### src/rtl/palette_line_scaler_3_2_unit_defines.svh
// assertion macros for the palette line scaler
`ifndef PALETTE_LINE_SCALER_3_2_UNIT_DEFINES_SVH
`define PALETTE_LINE_SCALER_3_2_UNIT_DEFINES_SVH

`ifndef ASSERT_OFF
`define PLS_ASSERT_IMPLY(label, clk, rstn, cond, prop) \
    label: assert property (@(posedge clk) disable iff (!rstn) (cond) |-> (prop)) \
        else $error("pls assertion failed");
`define PLS_ASSERT_NEXT(label, clk, rstn, cond, prop) \
    label: assert property (@(posedge clk) disable iff (!rstn) (cond) |=> (prop)) \
        else $error("pls assertion failed");
`else
`define PLS_ASSERT_IMPLY(label, clk, rstn, cond, prop)
`define PLS_ASSERT_NEXT(label, clk, rstn, cond, prop)
`endif

`endif

### src/rtl/pls_pkg.sv
// shared types, constants and color functions of the palette line scaler
`timescale 1ns / 1ps

package pls_pkg;

    localparam int SRC_WIDTH_DEF     = 160;
    localparam int OUT_WIDTH_DEF     = 240;
    localparam int OUT_HEIGHT_DEF    = 216;
    localparam int BAND_LINES_DEF    = 24;
    localparam int PALETTE_BYTES_DEF = 128;
    localparam int QUEUE_DEPTH       = 2;

    localparam int LINE_W  = 8;
    localparam int PAIR_W  = 7;
    localparam int PIXEL_W = 8;
    localparam int PIDX_W  = 6;
    localparam int PALI_W  = 7;
    localparam int COLOR_W = 16;
    localparam int BROW_W  = 9;
    localparam int PADDR_W = 3;

    localparam logic FUNC_PIXEL = 1'b0;
    localparam logic FUNC_PAL   = 1'b1;

    localparam logic REG_Y_OFFSET = 1'b0;

    localparam logic [COLOR_W-1:0] BLEND_MASK = 16'hF7DE;

    typedef struct packed {
        logic [LINE_W-1:0]  line;
        logic [PAIR_W-1:0]  pair;
        logic [COLOR_W-1:0] px_left;
        logic [COLOR_W-1:0] px_center;
        logic [COLOR_W-1:0] px_right;
    } pls_entry_t;

    typedef struct packed {
        logic [7:0]         out_row;
        logic [7:0]         out_col;
        logic [COLOR_W-1:0] main_left;
        logic [COLOR_W-1:0] main_center;
        logic [COLOR_W-1:0] main_right;
        logic [COLOR_W-1:0] mid_left;
        logic [COLOR_W-1:0] mid_center;
        logic [COLOR_W-1:0] mid_right;
        logic               has_mid;
        logic               band_done;
        logic               band_buffer;
        logic [BROW_W-1:0]  band_row;
    } pls_result_t;

    function automatic int addr_bits(input int n);
        return (n > 1) ? $clog2(n) : 1;
    endfunction

    // 15-bit palette word to rgb565, red and blue swapped
    function automatic logic [COLOR_W-1:0] to_rgb565(input logic [COLOR_W-1:0] w);
        return {w[4:0], w[9:5], 1'b0, w[14:10]};
    endfunction

    function automatic logic [COLOR_W-1:0] blend(input logic [COLOR_W-1:0] a,
                                                 input logic [COLOR_W-1:0] b);
        return (((a ^ b) & BLEND_MASK) >> 1) + (a & b);
    endfunction

endpackage

### src/rtl/pls_queue.sv
// short queue of pixel pair entries between front and back end
`timescale 1ns / 1ps

module pls_queue import pls_pkg::*; #(
    parameter int DEPTH = QUEUE_DEPTH
) (
    input  logic       aclk,
    input  logic       aresetn,
    input  logic       in_valid,
    output logic       in_ready,
    input  pls_entry_t in_entry,
    output logic       out_valid,
    input  logic       out_ready,
    output pls_entry_t out_entry
);

    localparam int AW = addr_bits(DEPTH);
    localparam int CW = $clog2(DEPTH + 1);

    pls_entry_t    slot_reg [DEPTH];
    logic [AW-1:0] wr_ptr_reg, wr_ptr_next, rd_ptr_reg, rd_ptr_next;
    logic [CW-1:0] count_reg, count_next;
    logic          push, pop;

    assign in_ready  = count_reg != CW'(DEPTH);
    assign out_valid = count_reg != '0;
    assign push      = in_valid && in_ready;
    assign pop       = out_valid && out_ready;
    assign out_entry = slot_reg[rd_ptr_reg];

    always_comb begin
        wr_ptr_next = wr_ptr_reg;
        rd_ptr_next = rd_ptr_reg;
        count_next  = count_reg;
        if (push) begin
            wr_ptr_next = (wr_ptr_reg == AW'(DEPTH - 1)) ? '0 : wr_ptr_reg + 1'b1;
        end
        if (pop) begin
            rd_ptr_next = (rd_ptr_reg == AW'(DEPTH - 1)) ? '0 : rd_ptr_reg + 1'b1;
        end
        if (push && !pop) begin
            count_next = count_reg + 1'b1;
        end else if (pop && !push) begin
            count_next = count_reg - 1'b1;
        end
    end

    always_ff @(posedge aclk) begin
        if (!aresetn) begin
            wr_ptr_reg <= '0;
            rd_ptr_reg <= '0;
            count_reg  <= '0;
        end else begin
            wr_ptr_reg <= wr_ptr_next;
            rd_ptr_reg <= rd_ptr_next;
            count_reg  <= count_next;
        end
    end

    always_ff @(posedge aclk) begin
        if (push) begin
            slot_reg[wr_ptr_reg] <= in_entry;
        end
    end

endmodule

### config.mk
export PLATFORM = sky130hd
export DESIGN_NAME = pls_queue
export DESIGN_NICKNAME = d
export VERILOG_FILES = /design/src/rtl/palette_line_scaler_3_2_unit_defines.svh /design/src/rtl/pls_pkg.sv /design/src/rtl/pls_queue.sv
export SDC_FILE = /design/constraint.sdc
export NUM_CORES = 1
export LEC_CHECK = 0
export BUFFER_PORTS_ARGS = -buffer_cell sky130_fd_sc_hd__buf_2
export CORE_UTILIZATION = 47
export DETAILED_ROUTE_END_ITERATION = 12
export PLACE_DENSITY = 0.72
export SYNTH_ARGS = -nofsm -noshare
export SYNTH_HDL_FRONTEND = slang
export SYNTH_SLANG_ARGS = --single-unit
### constraint.sdc
create_clock -name aclk -period 2.32 [get_ports aclk]
set_input_delay 0 -clock aclk [delete_from_list [all_inputs] [get_ports aclk]]
set_output_delay 0 -clock aclk [all_outputs]
set_load 0.005 [all_outputs]
# == Yosys cells after proc, flatten, opt, wreduce, memory -nomap -nowiden ==
# Memories as Yosys holds them, arrays and structs flattened. A register that Yosys moved wholly into a read port is not among the register bits.
# Cells that the tools add are included.
# op_classes
reduce_logical,8
n_addsub,4
eq_ne,1
mux,8
# op_table
op,count
two-way mux 1 bit,6
logical AND 1 bit,4
two-way mux 2 bit,2
nonzero test 2 bit,2
"adder 1 bit, second input constant",2
"adder 2 x 1 -> 2 bit, second input constant",1
logical NOT 1 bit,2
"!= test 2 bit, second input constant",1
"subtractor 2 x 1 -> 2 bit, second input constant",1
# word_totals
inputBits,67
memories,1
regBits,4
ramBits,126
# mem_list
memory,depth,width,read_ports,rd_clocked_by_memory_dff,wr,line_no,text
slot_reg,2,63,1,1,1,pls_queue.sv:20,pls_entry_t slot_reg [DEPTH];

# == Longest topological paths before layout ==
# Gate-level depths: netlist (run 1).
# logic_depth
word_depth,6
ltp_mapped,6
depth_no_buf,6

# == Worst setup path after synthesis (run 1) ==
# Ideal clock, no wire load.
# synth_path
path_type,flip-flop to flip-flop
from,register count_reg[0]
to,"memory slot_reg[1][0] (netlist bit), enable pin"
t_required_ns,1.892
arrival_ns,2.090
period_less_slack_ns,2.517
stages_incl_launch_ff,3
setup_slack_ns,-0.197
cell_sequence,dfxtp_1 nand2b_4 and3_1
# synth_via
elab_chain_cells,4
# synth_lines
element,line_no,text
from (decl),pls_queue.sv:22,"logic [CW-1:0] count_reg, count_next;"
from (signal assigned),pls_queue.sv:56,count_reg <= count_next;
!= test 2 bit,pls_queue.sv:25,assign in_ready = count_reg != CW'(DEPTH);
via in_ready,pls_queue.sv:10,"output logic in_ready,"
logical AND 1 bit,pls_queue.sv:27,assign push = in_valid && in_ready;
two-way mux 1 bit,pls_queue.sv:61,if (push) begin
two-way mux 1 bit (implied by the code),pls_queue.sv:62,slot_reg[wr_ptr_reg] <= in_entry;
to (decl),pls_queue.sv:20,
# The timed path passes the listed nets, and every way through them passes these cells.

==> results.md, run 1 <==
- # IOs: 132
- CP Max Fanout: 35
- Unique masters post-synth: 19
- PostCTS Resize Cnt: 0
- Layout area overhead: 43.04%
- Final-report hold violation count: 0
- Met3 Usage GRT: 7.051%
- Fmax: 0.5633 GHz
- Top FF cell, synth: edfxtp_1
- Grt peak-use layer: met2
- Max reg flops: 126
- Fin nets: 504
- Root Buffer: clkbuf_8
- Power Dens Cells: 1014 nW/um^2
- Yosys Warn Count: 0
- Grt met2 use: 30.10%
- Post-synth ARST share: 0%
- Die Span X: 102.8 um
- Hold path start: in_entry[26]
- Clock buffer depth: 2
- Die Area: 10560 um^2
- Later-pin clock latency in the skew report: 0.50 ns
- Core Area: 9819 um^2
- Fin crit share: 76.52%
- Tot GR Track Use: 17.79%
- Cell count of the worst reg-to-reg path: 3
- Setup TNS: 0 ns
- Via density: 4.680
- DRT iter0 DRCs: 98
- Measured slew at the worst slew-check pin: 0.4797 ns
- Layout cells sized above 1: 50.89%
- Fin Hold WS: 0.2220 ns
- Final Slew Violations: 0
- RR Startpoint: count_reg[0]
- RSZ-0062 raised after global routing: false
- Initial antenna violation count: 0
- Initial Util: 48.59%
- Critical Path RT: 2.32 ns
- Fillers: 700
- Avg WL per Cell: 15.64 um
- Post-synth top cells: edfxtp_1 (126), mux2_2 (63), buf_2 (7)
- # port buffers: 131
- Number of global-route vias before repair: 2818
- LEAKAGE: 2.600 nW
- Vias: 2719
- ANT cells: 0
- Synth Instances: 220
- Most common cell in the synthesized netlist: edfxtp_1
- Top area cells in the synthesized netlist: edfxtp_1 (79%), mux2_2 (15%), dfxtp_1 (2.1%)
- Detail Placement HPWL: 5.272 mm
- Syn_area_per_cell: 21.69 um^2
- Post-synthesis sequential area ratio: 81.41%
- CP Data Arrival Time: 1.78 ns
- R2R setup slack: 0.66 ns
- CTS tree: done
- Setup bufs post-CTS: 0
- Multi-input logic area: 849.6 um^2
- Drt total wl: 9.087 mm
- Worst clock skew: 0.007213 ns
- CP Capture Type: output pin
- Outcome: finished clean
- Largest net degree at the start of global routing: 36
- Placer Congestion: 0.6887
- Congestion Overflow GR: 0
- Post-Synthesis Cell Area: 4771 um^2
- Global-route wire length before repair: 13.34 mm
- Top cell type's share of synthesized area: 79.31%
- Worst hold stages: 2
- Row cnt: 36
- Largest area contributor in the netlist: edfxtp_1
- Drt pass-1 iters: 4
- Met1 GRT Util: 20.03%
- Max IR drop VDD: 0.5682 mV
- Residual DRC: 0
- Clock Pin Slew Worst Setup and Hold Paths: 0.05 ns
- Crit path time final: 1.775 ns
- Reg2reg end: slot_reg[1][24]
- Net Count, Synth: 288
- Sequential Area: 3885 um^2
- Setup violations, final: 0
- Die height: 102.8 um
- Post-synthesis register bit count: 131
- Sink Count: 131
- CTS buffer count: 17
- Critical path launch point type: flip-flop
- Number of enable flip-flop cells after synthesis: 126
- Rel. slew slack: 68.02%
- Antenna Nets Post-Route: 0
- Hold Path Sink: slot_reg[1][26]
- Min-delay worst type: input pin to flip-flop
- Max-cap viol count: 0
- Kind of critical path: flip-flop to output pin
- H-tree levels: 4
==> where the power goes <==
group	total, mW	switching [mW]	internal, mW
Sequential	3.04	0.0825	2.96
Clock	2.35	0.842	1.50
Combinational	1.53	0.705	0.825
Total	6.92	1.63	5.29
==> how the worst max path moves through the flow <==
| stage | end | cells past startpoint | slack (ns) |
|---|---|---|---|
| floorplan | slot_reg[0][0] | 3 | 0.03 |
| global placement | slot_reg[1][35] | 3 | 0.71 |
| detailed placement | slot_reg[1][26] | 3 | 0.66 |
| CTS | out_entry[55] | 3 | 0.51 |
| global route | out_entry[2] | 3 | 0.44 |
| finish | out_entry[2] | 3 | 0.54 |
==> repair_timing <==
item,CTS,global route
endpoints found under the setup margin,0,0
hold buffers,67,0
hold endpoints to repair,131,0
==> critical path, cell delays in order (launching register included) <==
cell and delay (ns):
dfxtp_2 0.32, buf_4 0.40, mux2_2 0.40, buf_2 0.13
==> metrics by stage <==
step | cells | utilization, % | setup slack, ns | cell area, um^2 | power (mW)
detailed placement | 483 | 57.34 | 0.6606 | 5630 | 4.527
floorplan | 220 | - | 0.02534 | 4772 | 3.929
CTS | 581 | 69.50 | 0.5093 | 6824 | 6.991
finish | 581 | 69.50 | 0.5448 | 6824 | 6.917
global route | 581 | 69.50 | 0.4420 | 6824 | 7.258
global placement | 483 | 57.34 | 0.7077 | 5630 | 4.498
==> cell type report <==
class                      count  area share (%)
clock buffer                  23           6.399
clock inverter                 8           1.265
inverter                       1         0.05501
multi-input combinational     81           12.45
sequential                   131           56.93
tap                          133           2.439
timing repair buffer         204           20.46
==> placed cells by master, fill, tap and decap left out, drive strengths merged, types with 2 or more instances in the layout <==
master / count
dlygate4sd3: 67
dfxtp: 5
bufinv: 2
a21boi: 2
mux2: 63
edfxtp: 126
and2: 4
clkbuf: 23
o21ai: 2
clkinv: 6
buf: 137
xnor2: 2
==> logic make-up after synthesis <==
kind of cell | count (synthesis) | share of synthesized area [%]
fa+ha+maj | 1 | 0.2622
simple gates | 9 | 1.364
flops | 131 | 81.41
mux | 63 | 14.87
xor+xnor | 3 | 0.5508
compound gates | 5 | 0.7343
buf+inv | 8 | 0.8129
==> per-layer routing <==
layer	wire length, um	part of all wire [%]	vias to the layer above
met5	0	0	-
met3	627	6.9	7
met2	4586	50	103
met4	59	0.65	0
met1	3813	42	1300
li1	-	-	1309
No activity file was read; power rests on OpenSTA's default activity.
==> run 2, diff against run 1 <==
ABC_AREA = 1   (was not set)
PLACE_DENSITY = 0.71   (was 0.72)
clock period = 1.5 ns   (was 2.32 ns; I/O delays follow)
==> run 2 against run 1 <==
Net effect: the run now ends with negative setup slack left; register-to-register slack lost 0.58 ns; sequential cell count unchanged; power is 88% higher; via count rose by 6.6%; worst setup slack got worse by 0.67 ns; critical path depth grew 1; area after synthesis is 6.7% higher; global-route usage grew 0.31 points; core utilization increased by 6.5 points; die area rose by 6.6%; worst hold slack got worse by 0.0059 ns.
==> results.md, run 2 <==
- Failing checks: negative setup slack
- Later-pin clock latency in the skew report: 0.51 ns
- WP depth: 4
- Hold path start: in_entry[59]
- # port buffers: 131
- Critical path launch point type: flip-flop
- Antenna Nets Post-Route: 0
- Final Slew Violations: 0
- Post-Route Utilization: 76.04%
- Root Buffer: clkbuf_8
- Kind of critical path: flip-flop to output pin
- CTS tree: done
- Syn_area_per_cell: 21.84 um^2
- Slowest CP cell: dfxtp_4
- ANT cells: 0
- Residual DRC: 0
- Congestion Overflow GR: 0
- Fin crit share: 108.2%
- Max reg flops: 126
- Largest net degree at the start of global routing: 39
- P_int: 9.897 mW
- Layout cells sized above 1: 53.05%
- CTS buffer count: 17
- Via density: 4.745
- Post-synth ARST share: 0%
- Die Area: 11250 um^2
- Seq pwr share: 37.0%
- Tot GR Track Use: 18.10%
- Initial Util: 48.86%
- Rel. slew slack: 81.37%
- Post-Synthesis Cell Area: 5090 um^2
- RSZ-0062 raised after global routing: true
- Sw Share: 23.73%
- Unique masters post-synth: 15
- Pre-CTS setup slack: 0.06423 ns
- Drt total wl: 10.43 mm
- Fin nets: 530
- Top cell type's share of synthesized area: 74.34%
- Most common cell in the synthesized netlist: edfxtp_1
- Core Area: 10420 um^2
- Top area cells in the synthesized netlist: edfxtp_1 (74%), mux2_4 (18%), buf_12 (2.4%)
- Critical Path RT: 1.50 ns
- Fmax: 0.6159 GHz
- Yosys Warn Count: 0
- Sink Count: 131
- Reg2reg end: count_reg[1]
- Logic pwr share: 29.9%
- Power Dens Cells: 1638 nW/um^2
- Post-synthesis sequential area ratio: 76.30%
- Die height: 106.1 um
- Post-synth top cells: edfxtp_1 (126), mux2_4 (60), nand2_1 (9)
- CP Capture Type: output pin
- Crit path time final: 1.624 ns
- Crit path to: out_entry[23]
- Cell count of the worst reg-to-reg path: 10
- Clock Pin Slew Worst Setup and Hold Paths: 0.06 ns
- Final Worst Setup Slack: -0.1236 ns
- Placer Congestion: 0.7228
- RR Startpoint: count_reg[0]
- Max-cap viol count: 0
- CP Max Fanout: 7
- CP Buf/Inv Count: 3
- Measured slew at the worst slew-check pin: 0.2795 ns
- Most common cell after layout, fill and taps aside: edfxtp_1
- Non-Filler Instances: 611
- R2R setup slack: 0.08 ns
- DRT iter0 DRCs: 95
- Detail Placement HPWL: 5.326 mm
- Max IR drop VDD: 0.9856 mV
- Initial antenna violation count: 0
- Avg WL per Cell: 17.07 um
- Global-route wire length before repair: 15.01 mm
- Worst path top cell family by delay: buffers and inverters
- Layout area overhead: 55.60%
- Outcome: complete, but fails checks
- Most frequent cells in the layout: edfxtp_1 (126), buf_2 (71), dlygate4sd3_1 (66), mux2_4 (63), buf_6 (60)
- Setup violations, final: 63
- Top FF cell, synth: edfxtp_1
- # IOs: 132
- Switching power: 3.079 mW
- Worst clock skew: 0.01114 ns
- Number of enable flip-flop cells after synthesis: 126
- Final-report hold violation count: 0
- Clock buffer depth: 2
- LEAKAGE: 3.171 nW
- Vias: 2899
- Row cnt: 37
- CP Data Arrival Time: 1.62 ns
- H-tree levels: 4
- Min-delay worst type: input pin to flip-flop
- Number of global-route vias before repair: 3121
- CP cell instances: buf_12 > clkbuf_16 > mux2_4 > buf_6
- Largest area contributor in the netlist: edfxtp_1
- Worst hold stages: 2
- Clock share of power: 33.1%
- Cell count after placement: 500
- Largest stage delay, worst path: 0.38 ns
- Synth Instances: 233
- Post-synthesis register bit count: 131
- Net Count, Synth: 301
- Die Span X: 106.1 um
- Drt pass-1 iters: 4
run 2: cell types whose count changed after synthesis, moves of 4 or more:
cell	delta
and2_1	-4
mux2_2	-60
nand2_1	+9
buf_2	-7
nor2_1	+8
buf_12	+6
inv_1	+7
mux2_4	+60
run 2: metrics by stage:
| step | instance area (um^2) | setup TNS [ns] | hold WS (ns) | power (mW) |
|---|---|---|---|---|
| floorplan | 5121 | -46.85 | 0.09887 | 6.586 |
| global placement | 5959 | 0 | 0.1883 | 7.375 |
| detailed placement | 5959 | 0 | 0.1910 | 7.453 |
| CTS | 7589 | -7.604 | 0.1865 | 12.44 |
| global route | 7920 | -9.868 | 0.1989 | 13.48 |
| finish | 7920 | -6.476 | 0.2161 | 12.98 |
run 2: worst min-delay path by stage:
| stage | end | slack (ns) |
|---|---|---|
| 3_3_place_gp | slot_reg[1][55] | 0.19 |
| 5_1_grt | slot_reg[1][59] | 0.20 |
| 3_5_place_dp | slot_reg[0][43] | 0.19 |
| 2_1_floorplan | slot_reg[0][0] | 0.1 |
| 4_1_cts | slot_reg[0][43] | 0.19 |
| 6_report | slot_reg[1][59] | 0.22 |
run 2: final cells by class:
cell class                 instances  area [um^2]
inverter                           8        30.03
clock inverter                    15        212.7
clock buffer                      17        414.1
multi-input combinational         87         1099
fill                             580         2496
tap                              136        170.2
timing repair buffer             217         2105
sequential                       131         3890
run 2: cell families after synthesis:
kind of cell / after synthesis / share of synthesized area, %
fa+ha+maj: 1 / 0.2458
mux: 63 / 18.36
simple gates: 19 / 1.475
flops: 131 / 76.30
buf+inv: 15 / 3.171
compound gates: 4 / 0.4424
run 2: power by group through the flow:
stage	Sequential, mW	Combinational (mW)	Clock [mW]
floorplan	4.82	1.76	0
global placement	4.83	2.55	0
detailed placement	4.86	2.59	0
CTS	4.81	3.28	4.35
global route	4.85	4.11	4.52
finish	4.80	3.88	4.29
run 2: what timing repair did:
action	in CTS	in global routing
cloned	1	9
resized for setup	51	21
endpoints found under the setup margin	63	65
hold endpoints to repair	131	0
setup buffers	0	3
hold buffers	66	0
run 2: per-layer routing:
| layer | track usage, % | up-vias | part of all wire [%] |
|---|---|---|---|
| met5 | 0 | - | 0 |
| met4 | 6.845 | 0 | 1.3 |
| met3 | 6.070 | 10 | 7.1 |
| met2 | 32.77 | 121 | 54 |
| met1 | 19.51 | 1408 | 38 |
| li1 | - | 1360 | - |
