## config.mk

```make
export PLATFORM = sky130hd
export DESIGN_NAME = pls_front
export DESIGN_NICKNAME = d
export VERILOG_FILES = /design/src/rtl/palette_line_scaler_3_2_unit_defines.svh /design/src/rtl/pls_pkg.sv /design/src/rtl/pls_ram.sv /design/src/rtl/pls_front.sv
export SDC_FILE = /design/constraint.sdc
export NUM_CORES = 1
export LEC_CHECK = 0
export ABC_CLOCK_PERIOD_IN_PS = 5500
export BUFFER_PORTS_ARGS = -buffer_cell sky130_fd_sc_hd__clkbuf_2
export CORE_ASPECT_RATIO = 1.4
export CORE_MARGIN = 3
export CORE_UTILIZATION = 59
export DETAILED_ROUTE_END_ITERATION = 10
export GPL_TIMING_DRIVEN = 0
export HOLD_SLACK_MARGIN = 0.12
export PLACE_DENSITY_LB_ADDON = 0.12
export SLEW_MARGIN = 0
export SYNTH_ARGS = -nofsm -noshare
export SYNTH_HDL_FRONTEND = slang
export SYNTH_HIERARCHICAL = 1
export SYNTH_SLANG_ARGS = --single-unit
```

## constraint.sdc

```tcl
create_clock -name aclk -period 5.5 [get_ports aclk]
set_clock_uncertainty 0.15 [all_clocks]
set_input_delay 1.375 -clock aclk [delete_from_list [all_inputs] [get_ports aclk]]
set_output_delay 1.375 -clock aclk [all_outputs]
set_load 0.005 [all_outputs]
```

## src/rtl/palette_line_scaler_3_2_unit_defines.svh

```systemverilog
// assertion macros for the palette line scaler
`ifndef PALETTE_LINE_SCALER_3_2_UNIT_DEFINES_SVH
`define PALETTE_LINE_SCALER_3_2_UNIT_DEFINES_SVH

`ifndef ASSERT_OFF
`define PLS_ASSERT_IMPLY(label, clk, rstn, cond, prop) \
    label: assert property (@(posedge clk) disable iff (!rstn) (cond) |-> (prop)) \
        else $error("pls assertion failed");
`define PLS_ASSERT_NEXT(label, clk, rstn, cond, prop) \
    label: assert property (@(posedge clk) disable iff (!rstn) (cond) |=> (prop)) \
        else $error("pls assertion failed");
`else
`define PLS_ASSERT_IMPLY(label, clk, rstn, cond, prop)
`define PLS_ASSERT_NEXT(label, clk, rstn, cond, prop)
`endif

`endif

```

## src/rtl/pls_pkg.sv

```systemverilog
// shared types, constants and color functions of the palette line scaler
`timescale 1ns / 1ps

package pls_pkg;

    localparam int SRC_WIDTH_DEF     = 160;
    localparam int OUT_WIDTH_DEF     = 240;
    localparam int OUT_HEIGHT_DEF    = 216;
    localparam int BAND_LINES_DEF    = 24;
    localparam int PALETTE_BYTES_DEF = 128;
    localparam int QUEUE_DEPTH       = 2;

    localparam int LINE_W  = 8;
    localparam int PAIR_W  = 7;
    localparam int PIXEL_W = 8;
    localparam int PIDX_W  = 6;
    localparam int PALI_W  = 7;
    localparam int COLOR_W = 16;
    localparam int BROW_W  = 9;
    localparam int PADDR_W = 3;

    localparam logic FUNC_PIXEL = 1'b0;
    localparam logic FUNC_PAL   = 1'b1;

    localparam logic REG_Y_OFFSET = 1'b0;

    localparam logic [COLOR_W-1:0] BLEND_MASK = 16'hF7DE;

    typedef struct packed {
        logic [LINE_W-1:0]  line;
        logic [PAIR_W-1:0]  pair;
        logic [COLOR_W-1:0] px_left;
        logic [COLOR_W-1:0] px_center;
        logic [COLOR_W-1:0] px_right;
    } pls_entry_t;

    typedef struct packed {
        logic [7:0]         out_row;
        logic [7:0]         out_col;
        logic [COLOR_W-1:0] main_left;
        logic [COLOR_W-1:0] main_center;
        logic [COLOR_W-1:0] main_right;
        logic [COLOR_W-1:0] mid_left;
        logic [COLOR_W-1:0] mid_center;
        logic [COLOR_W-1:0] mid_right;
        logic               has_mid;
        logic               band_done;
        logic               band_buffer;
        logic [BROW_W-1:0]  band_row;
    } pls_result_t;

    function automatic int addr_bits(input int n);
        return (n > 1) ? $clog2(n) : 1;
    endfunction

    // 15-bit palette word to rgb565, red and blue swapped
    function automatic logic [COLOR_W-1:0] to_rgb565(input logic [COLOR_W-1:0] w);
        return {w[4:0], w[9:5], 1'b0, w[14:10]};
    endfunction

    function automatic logic [COLOR_W-1:0] blend(input logic [COLOR_W-1:0] a,
                                                 input logic [COLOR_W-1:0] b);
        return (((a ^ b) & BLEND_MASK) >> 1) + (a & b);
    endfunction

endpackage

```

## src/rtl/pls_ram.sv

```systemverilog
// generic single write port ram with one registered read port
`timescale 1ns / 1ps

module pls_ram #(
    parameter int WIDTH = 8,
    parameter int DEPTH = 64,
    localparam int AW = (DEPTH > 1) ? $clog2(DEPTH) : 1
) (
    input  logic             aclk,
    input  logic             we,
    input  logic [AW-1:0]    waddr,
    input  logic [WIDTH-1:0] wdata,
    input  logic             re,
    input  logic [AW-1:0]    raddr,
    output logic [WIDTH-1:0] rdata
);

    logic [WIDTH-1:0] mem [DEPTH];
    logic [WIDTH-1:0] rdata_reg;

    always_ff @(posedge aclk) begin
        if (we) begin
            mem[waddr] <= wdata;
        end
        if (re) begin
            rdata_reg <= mem[raddr];
        end
    end

    assign rdata = rdata_reg;

endmodule

```

## src/rtl/pls_front.sv

```systemverilog
// front end: accepts words, writes the palette, looks up pair colors
`timescale 1ns / 1ps

module pls_front import pls_pkg::*; #(
    parameter int SRC_WIDTH     = SRC_WIDTH_DEF,
    parameter int PALETTE_BYTES = PALETTE_BYTES_DEF
) (
    input  logic               aclk,
    input  logic               aresetn,
    input  logic               s_valid,
    output logic               s_ready,
    input  logic               func,
    input  logic [LINE_W-1:0]  line,
    input  logic [PAIR_W-1:0]  pair,
    input  logic [PIXEL_W-1:0] pixel_a,
    input  logic [PIXEL_W-1:0] pixel_b,
    input  logic [PALI_W-1:0]  pal_index,
    input  logic [PIXEL_W-1:0] pal_byte,
    output logic               push_valid,
    input  logic               push_ready,
    output pls_entry_t         push_entry
);

    localparam logic [PAIR_W:0] PAIRS  = (PAIR_W+1)'(SRC_WIDTH / 2);
    localparam int              LO_D   = (PALETTE_BYTES + 1) / 2;
    localparam int              HI_D   = PALETTE_BYTES / 2;
    localparam int              LO_AW  = addr_bits(LO_D);
    localparam int              HI_AW  = addr_bits(HI_D);

    logic              accept, is_pal, pair_ok, pal_ok, load;
    logic              we_lo, we_hi;
    logic [PALI_W-2:0] pal_word;
    logic [PIDX_W-1:0] idx_a, idx_b;
    logic [3:0]        ok_in;
    logic [PIXEL_W-1:0] lo_a, lo_b, hi_a, hi_b;
    logic [COLOR_W-1:0] w_a, w_b, col_a, col_b;

    logic               f_valid_reg, f_valid_next;
    logic [LINE_W-1:0]  f_line_reg;
    logic [PAIR_W-1:0]  f_pair_reg;
    logic [3:0]         f_ok_reg;

    assign s_ready  = !f_valid_reg || push_ready;
    assign accept   = s_valid && s_ready;
    assign is_pal   = (func == FUNC_PAL);
    assign pair_ok  = {1'b0, pair} < PAIRS;
    assign pal_ok   = {1'b0, pal_index} < (PALI_W+1)'(PALETTE_BYTES);
    assign load     = accept && !is_pal && pair_ok;
    assign we_lo    = accept && is_pal && pal_ok && !pal_index[0];
    assign we_hi    = accept && is_pal && pal_ok && pal_index[0];
    assign pal_word = pal_index[PALI_W-1:1];

    assign idx_a = pixel_a[PIDX_W-1:0];
    assign idx_b = pixel_b[PIDX_W-1:0];

    // order: lo a, lo b, hi a, hi b
    assign ok_in[0] = {1'b0, idx_a} < (PIDX_W+1)'(LO_D);
    assign ok_in[1] = {1'b0, idx_b} < (PIDX_W+1)'(LO_D);
    assign ok_in[2] = {1'b0, idx_a} < (PIDX_W+1)'(HI_D);
    assign ok_in[3] = {1'b0, idx_b} < (PIDX_W+1)'(HI_D);

    pls_ram #(.WIDTH(PIXEL_W), .DEPTH(LO_D)) u_lo_a (
        .aclk(aclk), .we(we_lo), .waddr(pal_word[LO_AW-1:0]), .wdata(pal_byte),
        .re(load), .raddr(idx_a[LO_AW-1:0]), .rdata(lo_a)
    );
    pls_ram #(.WIDTH(PIXEL_W), .DEPTH(LO_D)) u_lo_b (
        .aclk(aclk), .we(we_lo), .waddr(pal_word[LO_AW-1:0]), .wdata(pal_byte),
        .re(load), .raddr(idx_b[LO_AW-1:0]), .rdata(lo_b)
    );
    pls_ram #(.WIDTH(PIXEL_W), .DEPTH(HI_D)) u_hi_a (
        .aclk(aclk), .we(we_hi), .waddr(pal_word[HI_AW-1:0]), .wdata(pal_byte),
        .re(load), .raddr(idx_a[HI_AW-1:0]), .rdata(hi_a)
    );
    pls_ram #(.WIDTH(PIXEL_W), .DEPTH(HI_D)) u_hi_b (
        .aclk(aclk), .we(we_hi), .waddr(pal_word[HI_AW-1:0]), .wdata(pal_byte),
        .re(load), .raddr(idx_b[HI_AW-1:0]), .rdata(hi_b)
    );

    assign f_valid_next = load || (f_valid_reg && !push_ready);

    always_ff @(posedge aclk) begin
        if (!aresetn) begin
            f_valid_reg <= 1'b0;
        end else begin
            f_valid_reg <= f_valid_next;
        end
    end

    always_ff @(posedge aclk) begin
        if (load) begin
            f_line_reg <= line;
            f_pair_reg <= pair;
            f_ok_reg   <= ok_in;
        end
    end

    always_comb begin
        w_a = {f_ok_reg[2] ? hi_a : '0, f_ok_reg[0] ? lo_a : '0};
        w_b = {f_ok_reg[3] ? hi_b : '0, f_ok_reg[1] ? lo_b : '0};
        col_a = to_rgb565(w_a);
        col_b = to_rgb565(w_b);
    end

    assign push_valid           = f_valid_reg;
    assign push_entry.line      = f_line_reg;
    assign push_entry.pair      = f_pair_reg;
    assign push_entry.px_left   = col_a;
    assign push_entry.px_center = blend(col_a, col_b);
    assign push_entry.px_right  = col_b;

endmodule

```

# Word-level counts from Yosys, hierarchy flattened
# Memory sizes are Yosys's and may differ from the RTL's. A register that Yosys moved wholly into a read port is not among the register bits.
# Index checks and enable logic that the tools add are counted.
# word_totals
ff_bits	16
ramBits	2048
n_memories	4
inputBits	51
# mem_list
memory	words	word_bits	rd	rd_clocked_by_memory_dff	write_ports	line_no	source
u_hi_a.mem	64	8	1	1	1	pls_ram.sv:18	logic [WIDTH-1:0] mem [DEPTH];
u_hi_b.mem	64	8	1	1	1	pls_ram.sv:18	
u_lo_a.mem	64	8	1	1	1	pls_ram.sv:18	
u_lo_b.mem	64	8	1	1	1	pls_ram.sv:18	
# classes
addsub	1
magnitude_cmp	1
n_bitwise	2
n_reduce_logical	13
muxes	4
# ops
operator	n
$add A15 B16 Y16	1
$and A16 B16 Y16	1
$xor A16 B16 Y16	1
$logic_and A1 B1 Y1	7
$lt A7 B7 Y1 const B	1
$logic_not A1 Y1	4
$mux W1	4
$logic_or A1 B1 Y1	2

# Longest topological paths before layout
# Gate-level depths: netlist of the first run.
# logic_depth
ltp_word	7
ltp_mapped	9
depth_no_buf	9

# Cells and area by module
# The synthesis of the first run kept the hierarchy.
# modules_own_cells
mod	n_inst	area_each_um2	cells_each
pls_ram	4	20246.9	940
pls_front	1	1372.6	132

# Least setup slack after synthesis of the first run
# Ideal clock, no wire load.
# synth_timing
path_kind	input-to-reg
startpoint	input port push_ready
endpoint	register f_line_reg[0] (enable)
setup_time_ns	0.510
path_stages	3
arrival_time_ns	4.866
path_slack_ns	-0.026
cell_sequence	nand2b_1 nand2_1 nor3_1
# synth_between
elab_chain_cells	4
# synth_lines
item	line_no	source
start, declared	pls_front.sv:20	input logic push_ready,
$logic_or A1 B1 Y1	pls_front.sv:43	assign s_ready = !f_valid_reg || push_ready;
$logic_and A1 B1 Y1	pls_front.sv:44	assign accept = s_valid && s_ready;
$logic_and A1 B1 Y1 (2 in a row)	pls_front.sv:48	assign load = accept && !is_pal && pair_ok;
net load	pls_front.sv:30	logic accept, is_pal, pair_ok, pal_ok, load;
end signal, assigned	pls_front.sv:91	f_line_reg <= line;
end, declared	pls_front.sv:39	logic [LINE_W-1:0] f_line_reg;
# The timed path passes the listed nets, and every way through them passes these cells.
# A chain may end at the register's enable or synchronous reset.

==> results of run 1 <==
power groups by stage:
stage	Sequential, uW	Clock [uW]	Combinational [uW]
5_1_grt	16600	12900	1800
3_3_place_gp	17000	0	1640
3_5_place_dp	16900	0	1700
2_1_floorplan	16900	0	920
6_report	16600	12100	1710
4_1_cts	16600	12300	1710
timing repair:
item                                    4_1_cts  5_1_grt
buffers inserted                              0        0
gates cloned                                  0        0
endpoints found under the setup margin        1        1
gates resized for setup                       3        1
per-stage QoR:
stage | TNS, ns | cells | total power [uW] | hold WS, ns | util [%]
floorplan | 0 | 3705 | 17800 | 0.492 | -
global placement | -1103.04 | 5540 | 18600 | 0.479 | 61.8
detailed placement | 0 | 5553 | 18600 | 0.511 | 62.0
CTS | 0 | 5878 | 30600 | 0.530 | 66.4
global route | -0.00345 | 5882 | 31200 | 0.553 | 66.4
finish | 0 | 5891 | 30400 | 0.528 | 66.5
cell type report:
type                    count  area (sq um)  area share [%]
clock inverters           102           976            1.13
clock buffers             223          4690            5.43
diodes                     12          30.0          0.0348
well taps                1738          2170            2.52
flip-flops and latches   1966         59000            68.4
repair buffers            111           846           0.980
inverters                   7          26.3          0.0305
plain buffers             207          1290            1.49
multi-input cells        1525         17200            20.0
metal layers:
layer | GRT usage, % | up-vias | share of wire, %
li1 | - | 16000 | -
met1 | 38.4 | 20800 | 37
met2 | 46.1 | 2039 | 50
met3 | 6.16 | 395 | 9.2
met4 | 10.5 | 2 | 4.0
met5 | 0 | - | 0.0068
layout by cell type, fill, tap and decap left out, types with 28 or more instances in the layout:
| cell | count |
|---|---|
| mux2i_1 | 89 |
| edfxtp_1 | 1965 |
| nand2b_1 | 31 |
| nand2_1 | 84 |
| nor2b_1 | 56 |
| nand3_1 | 55 |
| clkinv_1 | 43 |
| nor2_1 | 338 |
| clkbuf_1 | 110 |
| clkbuf_16 | 181 |
| clkbuf_2 | 89 |
| mux2_2 | 51 |
| o22ai_1 | 30 |
| mux4_2 | 470 |
| buf_2 | 45 |
| o221ai_1 | 28 |
| nor3_1 | 29 |
| buf_4 | 56 |
final timing paths:
check	start	end	slack, ns
setup / recovery	u_hi_b/rdata[1]$_DFFE_PP_	push_entry[28]	0.10
hold / removal	push_valid$_SDFF_PN0_	push_valid$_SDFF_PN0_	0.53
setup reg to reg	push_valid$_SDFF_PN0_	u_lo_b/mem[9][5]$_DFFE_PP_	1.43
hold reg to reg	push_valid$_SDFF_PN0_	push_valid$_SDFF_PN0_	0.53
worst max-delay path, stage by stage, from the launching register on:
cell	delay, ns
edfxtp_1	0.55
ha_1	0.34
ha_1	0.37
a21oi_2	0.41
o21ai_0	0.27
a31oi_4	0.40
o21bai_1	0.17
xor2_2	0.35
clkbuf_2	0.19
==> report_table.html, run 1 <==
<table>
<tr><th>Metric</th><th>Value</th></tr>
<tr><th colspan="2">Route</th></tr>
<tr><td>Total vias in the final route</td><td>39200</td></tr>
<tr><td>Routed wire length per instance</td><td>32.3 um</td></tr>
<tr><td>Antenna violation net count after detailed routing</td><td>0</td></tr>
<tr><td>Iter 0 DRT Violations</td><td>4459</td></tr>
<tr><td>TritonRoute pass-1 iters</td><td>8</td></tr>
<tr><td>Drc violations</td><td>0</td></tr>
<tr><td>Avg Vias per Cell</td><td>6.65</td></tr>
<tr><td>Wirelength, routed</td><td>191 mm</td></tr>
<tr><th colspan="2">Worst setup path</th></tr>
<tr><td>Type of the worst setup path</td><td>reg -&gt; out</td></tr>
<tr><td>Critical Path End Type</td><td>output pin</td></tr>
<tr><td>Type of origin of the critical path</td><td>flop</td></tr>
<tr><td>Critical path fanouts, max</td><td>5</td></tr>
<tr><td>Worst Path Arrival</td><td>3.87 ns</td></tr>
<tr><td>R2R cell count</td><td>5</td></tr>
<tr><td>Endpoint required time on the critical path</td><td>3.97 ns</td></tr>
<tr><th colspan="2">Min path</th></tr>
<tr><td>Worst Hold Path Cells</td><td>3</td></tr>
<tr><td>Worst hold-check path type</td><td>reg -&gt; reg</td></tr>
<tr><th colspan="2">STA</th></tr>
<tr><td>Final clock period utilization by the worst path</td><td>98.2%</td></tr>
<tr><td>Worst setup slack after layout</td><td>0.102 ns</td></tr>
<tr><td>Rel. slew slack</td><td>7.60%</td></tr>
<tr><td>Count of final setup violators</td><td>0</td></tr>
<tr><td>Min Clock Period, post-route</td><td>5.40 ns</td></tr>
<tr><td>Fmax achieved</td><td>185 MHz</td></tr>
<tr><td>Final count of pins violating max slew</td><td>0</td></tr>
<tr><td>Slew at the pin with the worst max-slew slack</td><td>1.38 ns</td></tr>
<tr><td>Number of endpoints with negative hold slack in the final report</td><td>0</td></tr>
<tr><th colspan="2">Pwr</th></tr>
<tr><td>Switching power total</td><td>6420 uW</td></tr>
<tr><td>Combinational power share</td><td>5.6%</td></tr>
<tr><td>Static Leakage</td><td>0.0270 uW</td></tr>
<tr><td>Worst supply voltage drop on vdd</td><td>0.000320 V</td></tr>
<tr><td>Internal portion of total power</td><td>24000 uW</td></tr>
<tr><td>Net switching fraction of the power</td><td>21.1%</td></tr>
<tr><td>Clock power frac</td><td>39.8%</td></tr>
<tr><td>Total power per unit cell area</td><td>352 nW/um^2</td></tr>
<tr><td>Share of total power in sequential cells</td><td>54.5%</td></tr>
<tr><th colspan="2">Yosys</th></tr>
<tr><td>Number of cells produced by synthesis</td><td>3704</td></tr>
<tr><td>Synth warn</td><td>6</td></tr>
<tr><td>Mean area per synthesized cell</td><td>20.9 sq um</td></tr>
<tr><td>Cell area after synthesis</td><td>77500 sq um</td></tr>
<tr><th colspan="2">Clocking</th></tr>
<tr><td>Clock Path Buffers</td><td>3</td></tr>
<tr><td>H-tree depth reported by CTS</td><td>4</td></tr>
<tr><td>Clock-pin slew of the registers on the worst-case setup and hold paths</td><td>0.06 ns</td></tr>
<tr><td>CTS sink cnt</td><td>1966</td></tr>
<tr><td>TritonCTS clock tree</td><td>yes</td></tr>
<tr><td>Cts bufs inserted</td><td>177</td></tr>
<tr><td>CTS Hold Bufs</td><td>0</td></tr>
<tr><td>Root Buffer Master</td><td>clkbuf_16</td></tr>
<tr><td>Clock latency at the later pin of the worst-skew pair</td><td>0.82 ns</td></tr>
<tr><th colspan="2">Finish</th></tr>
<tr><td>Area growth syn-to-layout</td><td>11.3%</td></tr>
<tr><td>Nets</td><td>4072</td></tr>
<tr><td>Fill count</td><td>8410</td></tr>
<tr><td>Top flop regs</td><td>u_lo_a/mem: 512 flops, u_lo_b/mem: 512 flops</td></tr>
<tr><td>Final design instance area without fill</td><td>86300 sq um</td></tr>
<tr><td>Fraction of final layout cells with drive strength greater than 1</td><td>24.4%</td></tr>
<tr><th colspan="2">Placed design</th></tr>
<tr><td>Post-detail-place hpwl</td><td>125 mm</td></tr>
<tr><td>Routability congestion estimate</td><td>0.958</td></tr>
<tr><td>I/O Buffers</td><td>97</td></tr>
<tr><td>Worst setup slack before clock tree synthesis</td><td>0.228 ns</td></tr>
<tr><td>Placement Cell Area</td><td>80500 sq um</td></tr>
<tr><th colspan="2">Global route</th></tr>
<tr><td>First-pass GRT wire length</td><td>275 mm</td></tr>
<tr><td>Initial antenna violation count</td><td>11</td></tr>
<tr><td>Maximum number of pins on one net before global-route repair</td><td>153</td></tr>
<tr><td>Combined global-route utilization of all metal layers</td><td>28.4%</td></tr>
<tr><td>Vias in the first global route</td><td>39200</td></tr>
<tr><td>GRT Residual Overflow</td><td>0</td></tr>
<tr><th colspan="2">Die</th></tr>
<tr><td>Placement Rows</td><td>156</td></tr>
<tr><td>Chip height</td><td>435 um</td></tr>
<tr><td>Total core area</td><td>130000 sq um</td></tr>
<tr><td>Die X-Extent</td><td>312 um</td></tr>
<tr><td>Initial Util</td><td>59.7%</td></tr>
<tr><td>Number of primary I/O pins</td><td>116</td></tr>
<tr><td>Total die area</td><td>136000 sq um</td></tr>
<tr><th colspan="2">Run</th></tr>
<tr><td>Max-cap check violation count</td><td>0</td></tr>
<tr><th colspan="2">Run status</th></tr>
<tr><td>Run status</td><td>finished, final reports clean</td></tr>
</table>
(Power assumes the default switching activity.)
==> run 2, diff against run 1 <==
--- a/config.mk
+++ b/config.mk
@@ -7,7 +7,7 @@
 export LEC_CHECK = 0
 export ABC_CLOCK_PERIOD_IN_PS = 5500
 export BUFFER_PORTS_ARGS = -buffer_cell sky130_fd_sc_hd__clkbuf_2
-export CORE_ASPECT_RATIO = 1.4
+export CORE_ASPECT_RATIO = 1.75
 export CORE_MARGIN = 3
 export CORE_UTILIZATION = 59
 export DETAILED_ROUTE_END_ITERATION = 10
==> run 2 against run 1 <==
Combinational power about the same; largest cell class unchanged; worst hold slack improved by 0.0062 ns; global-route usage increased by 0.68 points; core utilization fell by 0.60 points; critical path type unchanged; the run now ends with capacitance limit left; power decreased by 2.0%; die area about the same; sequential power hardly changed; largest power group unchanged; flip-flop and latch count did not move; via count decreased by 1.1%; critical path depth is 2 higher; routed wire length up 1.6%; register-to-register slack worse by 0.36 ns.
==> report_table.html, run 2 (synthesis gave the netlist of run 1 again) <==
<table>
<tr><th>Metric</th><th>Value</th></tr>
<tr><th colspan="2">Run status</th></tr>
<tr><td>Run status</td><td>finished with violations</td></tr>
<tr><td>Violated checks</td><td>capacitance limit</td></tr>
<tr><th colspan="2">Die</th></tr>
<tr><td>Total core area</td><td>130000 sq um (+0.37%)</td></tr>
<tr><td>Die X-Extent</td><td>280 um (-10%)</td></tr>
<tr><td>Number of primary I/O pins</td><td>116 (unchanged)</td></tr>
<tr><td>Placement Rows</td><td>175 (+12%)</td></tr>
<tr><td>Chip height</td><td>485 um (+12%)</td></tr>
<tr><td>Initial Util</td><td>59.5% (-0.22 points)</td></tr>
<tr><td>Total die area</td><td>136000 sq um (about the same)</td></tr>
<tr><th colspan="2">STA</th></tr>
<tr><td>Fmax achieved</td><td>191 MHz (+3.1%)</td></tr>
<tr><td>Rel. slew slack</td><td>1.19% (-6.4 points)</td></tr>
<tr><td>Final clock period utilization by the worst path</td><td>95.2% (-3.0 points)</td></tr>
<tr><td>Min Clock Period, post-route</td><td>5.23 ns (-0.164 ns)</td></tr>
<tr><td>Slew at the pin with the worst max-slew slack</td><td>1.48 ns (+0.0958 ns)</td></tr>
<tr><td>Setup_tns</td><td>0 ns (unchanged)</td></tr>
<tr><td>Final count of pins violating max slew</td><td>0 (unchanged)</td></tr>
<tr><td>Number of endpoints with negative hold slack in the final report</td><td>0 (unchanged)</td></tr>
<tr><td>Count of final setup violators</td><td>0 (unchanged)</td></tr>
<tr><td>Setup repair after global routing missed its margin</td><td>false</td></tr>
<tr><th colspan="2">Route</th></tr>
<tr><td>Routed length on met1</td><td>65.6 mm (-7.2%)</td></tr>
<tr><td>Drc violations</td><td>0 (unchanged)</td></tr>
<tr><td>Highest routing layer actually used</td><td>met5</td></tr>
<tr><td>Routed wl met3</td><td>15.2 mm (-14%)</td></tr>
<tr><td>Antenna violation net count after detailed routing</td><td>0 (unchanged)</td></tr>
<tr><td>Iter 0 DRT Violations</td><td>4358 (-2.3%)</td></tr>
<tr><td>Wirelength, routed</td><td>194 mm (+1.6%)</td></tr>
<tr><td>Routed wire length per instance</td><td>33.4 um (+3.1%)</td></tr>
<tr><td>Avg Vias per Cell</td><td>6.67 (+0.33%)</td></tr>
<tr><td>Total vias in the final route</td><td>38700 (-1.1%)</td></tr>
<tr><td>Total met2 wirelength after detailed routing</td><td>103 mm (+9.1%)</td></tr>
<tr><td>TritonRoute pass-1 iters</td><td>8 (unchanged)</td></tr>
<tr><th colspan="2">Run</th></tr>
<tr><td>Max-cap check violation count</td><td>2 (+2)</td></tr>
<tr><th colspan="2">Finish</th></tr>
<tr><td>Area growth syn-to-layout</td><td>10.7%</td></tr>
<tr><td>Nets</td><td>4063 (-0.22%)</td></tr>
<tr><td>Post-route core utilization</td><td>65.9% (-0.60 points)</td></tr>
<tr><td>Most frequent cells in the layout</td><td>edfxtp_1, mux4_2, nor2_1</td></tr>
<tr><td>Most common cell after layout, fill and taps aside</td><td>edfxtp_1</td></tr>
<tr><td>Top flop regs</td><td>u_lo_a/mem: 512 flops, u_lo_b/mem: 512 flops</td></tr>
<tr><td>Fraction of final layout cells with drive strength greater than 1</td><td>24.2% (-0.20 points)</td></tr>
<tr><th colspan="2">Clocking</th></tr>
<tr><td>Clock-pin slew of the registers on the worst-case setup and hold paths</td><td>0.06 ns (about the same)</td></tr>
<tr><td>Clock latency at the later pin of the worst-skew pair</td><td>0.79 ns (-0.03 ns)</td></tr>
<tr><td>Cts bufs inserted</td><td>167 (-5.6%)</td></tr>
<tr><td>CTS sink cnt</td><td>1966 (unchanged)</td></tr>
<tr><td>Clock Path Buffers</td><td>3 (unchanged)</td></tr>
<tr><td>H-tree depth reported by CTS</td><td>4 (unchanged)</td></tr>
<tr><td>CTS Hold Bufs</td><td>0 (unchanged)</td></tr>
<tr><td>Root Buffer Master</td><td>clkbuf_16</td></tr>
<tr><td>TritonCTS clock tree</td><td>yes</td></tr>
<tr><th colspan="2">Placed design</th></tr>
<tr><td>I/O Buffers</td><td>97 (unchanged)</td></tr>
<tr><td>Routability congestion estimate</td><td>0.919 (-4.1%)</td></tr>
<tr><td>Post-detail-place hpwl</td><td>128 mm (+2.6%)</td></tr>
<tr><th colspan="2">Global route</th></tr>
<tr><td>Vias in the first global route</td><td>39500 (+0.66%)</td></tr>
<tr><td>GRT Residual Overflow</td><td>0 (unchanged)</td></tr>
<tr><td>Combined global-route utilization of all metal layers</td><td>29.1% (+0.68 points)</td></tr>
<tr><td>Initial antenna violation count</td><td>9 (-2)</td></tr>
<tr><td>Maximum number of pins on one net before global-route repair</td><td>149 (-2.6%)</td></tr>
<tr><td>First-pass GRT wire length</td><td>278 mm (+0.82%)</td></tr>
<tr><th colspan="2">Pwr</th></tr>
<tr><td>Total power per unit cell area</td><td>347 nW/um^2 (-1.4%)</td></tr>
<tr><td>Worst supply voltage drop on vdd</td><td>0.000275 V (-14%)</td></tr>
<tr><td>Static Leakage</td><td>0.0268 uW (-0.56%)</td></tr>
<tr><th colspan="2">Min path</th></tr>
<tr><td>Worst Hold Path Cells</td><td>3 (unchanged)</td></tr>
<tr><td>Worst hold-check path type</td><td>reg -&gt; reg</td></tr>
<tr><th colspan="2">Worst setup path</th></tr>
<tr><td>CP cell instances</td><td>and2_1 -&gt; ha_1 -&gt; inv_1 -&gt; fa_1 -&gt; nand2b_1 -&gt; a21oi_2 -&gt; a31oi_2 -&gt; o21bai_1 -&gt; xor2_1 -&gt; clkbuf_2</td></tr>
<tr><td>Critical-path top delay cell</td><td>edfxtp_1</td></tr>
<tr><td>Type of the worst setup path</td><td>reg -&gt; out</td></tr>
<tr><td>Largest stage delay on the critical path</td><td>0.64 ns (+0.09 ns)</td></tr>
<tr><td>Endpoint required time on the critical path</td><td>3.97 ns (about the same)</td></tr>
<tr><td>Type of origin of the critical path</td><td>flop</td></tr>
<tr><td>Worst Path Arrival</td><td>3.71 ns (-0.16 ns)</td></tr>
<tr><td>Critical Path End Type</td><td>output pin</td></tr>
<tr><td>Critical path fanouts, max</td><td>4 (-1)</td></tr>
<tr><td>R2R cell count</td><td>5 (unchanged)</td></tr>
</table>
## run 2: worst paths after layout
path                                   from                     endpoint  slack, ns
setup / recovery  u_hi_b/rdata[2]$_DFFE_PP_               push_entry[28]       0.27
hold / removal        push_valid$_SDFF_PN0_        push_valid$_SDFF_PN0_       0.53
setup reg to reg      push_valid$_SDFF_PN0_  u_lo_b/mem[33][1]$_DFFE_PP_       1.07
hold reg to reg       push_valid$_SDFF_PN0_        push_valid$_SDFF_PN0_       0.53
## run 2: layout make-up
type / instances / area [sq um]
sequential: 1966 / 59000
inverter: 7 / 26.3
buffer: 207 / 1290
tap: 1681 / 2100
timing repair buffer: 112 / 888
fill: 8510 / 44500
clock inverter: 86 / 777
antenna: 5 / 12.5
clock buffer: 218 / 4500
multi-input combinational: 1525 / 17200
## run 2: routing by layer
metal,GRT usage (%),vias to the layer above
met5,0,-
met4,12.5,6
met3,5.59,465
met2,51.2,1932
met1,35.1,20400
li1,-,15900
## run 2: per-stage QoR
step / hold slack, ns / total power (uW) / cell area, sq um / cells / worst slack, ns
final: 0.534 / 29800 / 85800 / 5807 / 0.266
after global routing: 0.570 / 30600 / 85800 / 5803 / 0.0263
after CTS: 0.534 / 30000 / 85800 / 5802 / 0.151
after detailed placement: 0.514 / 18600 / 80500 / 5498 / 0.201
after global placement: 0.470 / 18600 / 80100 / 5483 / -2.78
after floorplan: 0.492 / 17800 / 77500 / 3705 / 0.115
## run 2: power by group
| group | switching [uW] | total, uW | leakage, uW | internal [uW] |
|---|---|---|---|---|
| clock | 5160 | 11500 | 0.00256 | 6340 |
| combinational | 1100 | 1730 | 0.00658 | 626 |
| sequential | 26.9 | 16600 | 0.0177 | 16500 |
## run 2: repair_timing
action                     CTS  global route
setup endpoints to repair    0             2
buffers inserted             0             0
gates resized for setup      0             1
## run 2: critical path: cells and delay by family, from the launching register on
family / cells / cell delay, ns
compound gates: 3 / 0.85
flops: 1 / 0.64
fa+ha+maj: 2 / 0.58
simple gates: 2 / 0.38
buf+inv: 2 / 0.29
xor+xnor: 1 / 0.16
